**src/hw/rtl/scf_pkg.sv**
```systemverilog
`default_nettype none

package scf_pkg;

    // Stream item fields
    localparam int POS_BITS        = 32;
    localparam int SAMPLE_BITS     = 24;
    localparam int GAIN_FRAC_BITS  = 16;
    localparam int GAIN_BITS       = GAIN_FRAC_BITS + 1;
    localparam int RAMP_BITS       = 16;
    localparam int OP_BITS         = 2;

    localparam logic [GAIN_BITS-1:0] FULL_SCALE  = GAIN_BITS'(1) << GAIN_FRAC_BITS;
    localparam logic [RAMP_BITS-1:0] RAMP_RESET  = 16'd1440;

    // Input tdata: section_end, section_is_loud, sample_left, sample_right
    localparam int IN_END_LSB      = 0;
    localparam int IN_LOUD_BIT     = IN_END_LSB + POS_BITS;
    localparam int IN_LEFT_LSB     = IN_LOUD_BIT + 1;
    localparam int IN_RIGHT_LSB    = IN_LEFT_LSB + SAMPLE_BITS;
    localparam int IN_USED_BITS    = IN_RIGHT_LSB + SAMPLE_BITS;
    localparam int IN_TDATA_BITS   = ((IN_USED_BITS + 7) / 8) * 8;

    // Output tdata: loud_left, loud_right, quiet_left, quiet_right, gain_applied
    localparam int MUL_STEPS       = 4;
    localparam int OUT_USED_BITS   = MUL_STEPS * SAMPLE_BITS + GAIN_BITS;
    localparam int OUT_TDATA_BITS  = ((OUT_USED_BITS + 7) / 8) * 8;

    // Configuration port
    localparam int APB_ADDR_BITS   = 3;
    localparam int APB_DATA_BITS   = 32;
    localparam int REG_INDEX_BITS  = 1;
    localparam logic [REG_INDEX_BITS-1:0] REG_RAMP_LENGTH = 1'b0;

    typedef enum logic [OP_BITS-1:0] {
        OP_APPEND = 2'd0,
        OP_FRAME  = 2'd1,
        OP_CLEAR  = 2'd2,
        OP_NONE   = 2'd3
    } t_op;

    typedef struct packed {
        logic capture;
        logic append;
        logic clear;
        logic rd_cur;
        logic rd_nxt;
        logic latch_cur;
        logic advance;
        logic gain_zero;
        logic gain_hold_ram;
        logic gain_hold_reg;
        logic div_init;
        logic div_step;
        logic gain_div;
        logic mul_run;
        logic out_load;
    } t_cmd;

    typedef struct packed {
        logic count_zero;
        logic adv;
        logic last;
        logic ramp_zero;
        logic ramp_skip;
        logic div_last;
        logic mul_done;
        logic out_free;
    } t_status;

endpackage

`default_nettype wire

```
**src/hw/rtl/scf_ctrl.sv**
```systemverilog
`default_nettype none

module scf_ctrl (
    input  wire logic                        i_clk,
    input  wire logic                        i_rst_n,
    input  wire logic                        i_in_valid,
    output logic                             o_in_ready,
    input  wire logic [scf_pkg::OP_BITS-1:0] i_op,
    input  wire scf_pkg::t_status            i_status,
    output scf_pkg::t_cmd                    o_cmd
);
    import scf_pkg::*;

    typedef enum logic [3:0] {
        S_IDLE,
        S_RD_CUR,
        S_CHK_CUR,
        S_RD_NXT,
        S_CHK_NXT,
        S_DIV,
        S_DIV_END,
        S_MUL,
        S_OUT
    } t_state;

    t_state r_state;
    t_state n_state;
    logic   r_adv_done;
    logic   n_adv_done;
    logic   accept;
    t_cmd   cmd;

    assign o_in_ready = (r_state == S_IDLE);
    assign accept     = i_in_valid && o_in_ready;

    always_comb begin
        n_state    = r_state;
        n_adv_done = r_adv_done;
        cmd        = '0;
        case (r_state)
            S_IDLE: begin
                if (accept) begin
                    n_adv_done = 1'b0;
                    case (t_op'(i_op))
                        OP_APPEND: cmd.append = 1'b1;
                        OP_CLEAR:  cmd.clear  = 1'b1;
                        OP_FRAME: begin
                            cmd.capture = 1'b1;
                            if (i_status.count_zero) begin
                                cmd.gain_zero = 1'b1;
                                n_state       = S_MUL;
                            end else begin
                                n_state = S_RD_CUR;
                            end
                        end
                        default: ;
                    endcase
                end
            end
            S_RD_CUR: begin
                cmd.rd_cur = 1'b1;
                n_state    = S_CHK_CUR;
            end
            S_CHK_CUR: begin
                cmd.latch_cur = 1'b1;
                // advance at most once per frame, then reread the new entry
                if (!r_adv_done && i_status.adv) begin
                    cmd.advance = 1'b1;
                    n_adv_done  = 1'b1;
                    n_state     = S_RD_CUR;
                end else if (i_status.last || i_status.ramp_zero) begin
                    cmd.gain_hold_ram = 1'b1;
                    n_state           = S_MUL;
                end else begin
                    n_state = S_RD_NXT;
                end
            end
            S_RD_NXT: begin
                cmd.rd_nxt = 1'b1;
                n_state    = S_CHK_NXT;
            end
            S_CHK_NXT: begin
                if (i_status.ramp_skip) begin
                    cmd.gain_hold_reg = 1'b1;
                    n_state           = S_MUL;
                end else begin
                    cmd.div_init = 1'b1;
                    n_state      = S_DIV;
                end
            end
            S_DIV: begin
                cmd.div_step = 1'b1;
                if (i_status.div_last) begin
                    n_state = S_DIV_END;
                end
            end
            S_DIV_END: begin
                cmd.gain_div = 1'b1;
                n_state      = S_MUL;
            end
            S_MUL: begin
                cmd.mul_run = 1'b1;
                if (i_status.mul_done) begin
                    n_state = S_OUT;
                end
            end
            S_OUT: begin
                if (i_status.out_free) begin
                    cmd.out_load = 1'b1;
                    n_state      = S_IDLE;
                end
            end
            default: n_state = S_IDLE;
        endcase
    end

    always_ff @(posedge i_clk) begin
        if (!i_rst_n) begin
            r_state    <= S_IDLE;
            r_adv_done <= 1'b0;
        end else begin
            r_state    <= n_state;
            r_adv_done <= n_adv_done;
        end
    end

    assign o_cmd = cmd;

    a_one_op: assert property (@(posedge i_clk) disable iff (!i_rst_n)
        $onehot0({cmd.append, cmd.clear, cmd.capture}))
        else $error("more than one operation started");

    a_out_free: assert property (@(posedge i_clk) disable iff (!i_rst_n)
        cmd.out_load |-> i_status.out_free)
        else $error("result loaded over a pending transfer");

    a_single_adv: assert property (@(posedge i_clk) disable iff (!i_rst_n)
        cmd.advance |=> !cmd.advance ##1 !cmd.advance)
        else $error("section index advanced twice in one frame");

endmodule

`default_nettype wire

```
**config.mk**
```make
export PLATFORM = sky130hd
export DESIGN_NAME = scf_ctrl
export DESIGN_NICKNAME = d
export VERILOG_FILES = /design/src/hw/rtl/scf_pkg.sv /design/src/hw/rtl/scf_ctrl.sv
export SDC_FILE = /design/constraint.sdc
export NUM_CORES = 1
export LEC_CHECK = 0
export ABC_AREA = 0
export BUFFER_PORTS_ARGS = -buffer_cell sky130_fd_sc_hd__buf_2
export CORE_UTILIZATION = 35
export DETAILED_ROUTE_END_ITERATION = 7
export MAX_ROUTING_LAYER = met4
export PLACE_DENSITY = 0.63
export SLEW_MARGIN = 20
export SYNTH_ARGS = -nofsm -noshare
export SYNTH_HDL_FRONTEND = slang
export SYNTH_SLANG_ARGS = --single-unit
```
**constraint.sdc**
```tcl
create_clock -name i_clk -period 3.4 [get_ports i_clk]
set_clock_uncertainty 0.1 [all_clocks]
set_input_delay 0.68 -clock i_clk [delete_from_list [all_inputs] [get_ports i_clk]]
set_output_delay 0.68 -clock i_clk [all_outputs]
set_load 0.03 [all_outputs]
```
==> impl_metrics.toml <==
[routing]
drt-pass1-iter-count = 4
wl_per_cell_um = 10.85
avgViaCountPerCell = 5.095
drt-initial-drc-count = 9
ant_nets = 0
drc = 0
routed-via-count = 535
wl_um = 1139

[setup_path]
worstPathRequired_ns = 2.62
critPathLaunchType = "register"
critical_path_arrival_ns = 1.66
critPathKind = "reg -> out"
cp-end-kind = "primary output"
crit_fanout = 14

[synthesis]
synth-async-reset-ratio_pct = 0
synth_seq_cells = 5
synth_cell_types = 31
synth_edf_count = 0
syn_area_um2 = 484.2
syn_inst = 63
syn_area_per_cell_um2 = 7.686
yosysSeqAreaShare_pct = 20.67
syn_nets = 76
yosysWarnings = 0
ys.flop_type = "dfxtp_1"

[placed_design]
dp_hpwl_um = 916.6
routabilityCongestion = 0.7306
io_buffers = 28
placed_area_um2 = 600.6

[clock_tree]
root_buffer = "clkbuf_4"
cts_buffers = 3
cts_hold_buf = 0
cts_resized = 0
cts.clk_slew.worst_paths_ns = 0.04
clockBufferDepth = 2
cts_setup_buffers = 0
clock_latency_ns = 0.24
cts_tree = "yes"
cts.sinks = 5
cts.htree.levels = 1

[timing]
finalSetupViolations = 0
tightest_slew_ns = 0.4872
relSlewSlack_pct = 67.47
finalSetupTns_ns = 0
rsz0062_at_grt = "false"
max_freq_mhz = 409.2
fin_crit_ns = 2.444
hold_violations = 0
slew_viol_final = 0
finalCritPeriodShare_pct = 71.88

[floorplanning]
core_um2 = 1301
die_x_um = 39.20
initial_core_util_pct = 37.21
ioPinCount = 29
num_rows = 13
die_area_um2 = 1536
die_h_um = 39.20

[grt]
antenna_found_initial = 0
track_usage_pct = 17.05
grt_pass1_wl_um = 1690
grt_max_degree = 15
grt_pass1_vias = 404
grt.overflow.total = 0

[flow_run]
maxCapViolCount = 0

[final_layout]
syn_to_final_growth_pct = 29.46
fin_nets = 104
layout_common_cells = "28 x buf_2, 8 x nor3_1"
drive_gt1_share_pct = 37.78
fin_area_um2 = 626.9
final_common_cell = "buf_2"
num_antenna_cells = 0

[power]
p_int_uw = 258.0
power.share.clock_pct = 11.9
p_leak_uw = 0.0003104
powerDensity_nw_per_um2 = 885.9
combPwrFrac_pct = 61.7
power_frac_seq_pct = 26.4
ir_worst_vdd_mv = 0.4349
p_sw_uw = 297.4
power.share.switching_pct = 53.55

[worst_hold_path]
min_path_type = "reg -> reg"

[status]
outcome = "completed"
-- final cells by class --
cell class              instances  area (um^2)
repair buffers                 28        140.1
clock buffers                   4        26.28
inverters                       2        7.507
fillers                       148        674.4
multi-input cells              51        334.1
flip-flops and latches          5        100.1
well taps                      15        18.77
-- critical path, stage by stage (launching register included) --
cell and delay, ns:
dfxtp_1 0.44, nor4_4 0.35, nand2_1 0.14, nor3b_2 0.18
and2_1 0.14, buf_2 0.19
-- power by group through the flow --
| stage | clock, uW | combinational, uW | sequential, uW |
|---|---|---|---|
| 6_report | 66.2 | 342 | 147 |
| 3_5_place_dp | 0 | 346 | 148 |
| 5_1_grt | 72.5 | 378 | 153 |
| 2_1_floorplan | 0 | 329 | 102 |
| 4_1_cts | 68.8 | 348 | 147 |
| 3_3_place_gp | 0 | 344 | 147 |
-- state kept, by name, summed over array words and instances (netlist names) --
register / cells
r_state: 4
r_adv_done: 1
-- synth_stat cells (2+ instances only) --
cell | n | share of area [%]
inv_1 | 2 | 1.6
nor4_1 | 2 | 2.6
nor2_1 | 5 | 3.9
nor2b_1 | 5 | 6.5
buf_6 | 2 | 4.7
nand2_1 | 5 | 3.9
nor3_1 | 8 | 8.3
dfxtp_1 | 5 | 21
a21oi_1 | 2 | 2.1
a22oi_1 | 2 | 3.1
o21ai_0 | 2 | 2.1
buf_4 | 2 | 3.1
nand2b_1 | 3 | 3.9
-- metal layers --
metal | routed length (um) | vias to the layer above | global-route usage [%]
met5 | 0 | - | -
met4 | 17 | 0 | 10.34
met3 | 45 | 2 | 3.468
met2 | 542 | 11 | 26.67
met1 | 534 | 239 | 19.86
li1 | - | 283 | -
-- logic make-up after synthesis --
logic type             count (synthesis)  synth area share (%)
and+or+nand+nor                       39                 50.65
muxes                                  1                 2.067
buffers and inverters                  7                 10.33
AOI/OAI and AO/OA                     11                 16.28
DFF                                    5                 20.67
-- path summary, 6_finish.rpt --
kind	from	endpoint	slack [ns]	cells after the start
max	r_state[0]	o_cmd[7]	0.96	5
min	r_adv_done	r_adv_done	0.44	2
max reg2reg	r_state[1]	r_state[1]	1.75	4
min reg2reg	r_adv_done	r_adv_done	0.44	2
-- metrics by stage --
stage               instances  hold WS [ns]  setup WS [ns]  util [%]  total power (uW)
floorplan                  63        0.4022         0.6293         -             431.5
global placement          101        0.4247          1.235     46.15             490.8
detailed placement        101        0.4362          1.184     46.15             493.9
CTS                       105        0.4498         0.9292     48.17             563.6
global route              105        0.4692         0.8294     48.17             603.1
finish                    105        0.4408         0.9562     48.17             555.4
No activity file was read; power rests on OpenSTA's default activity.
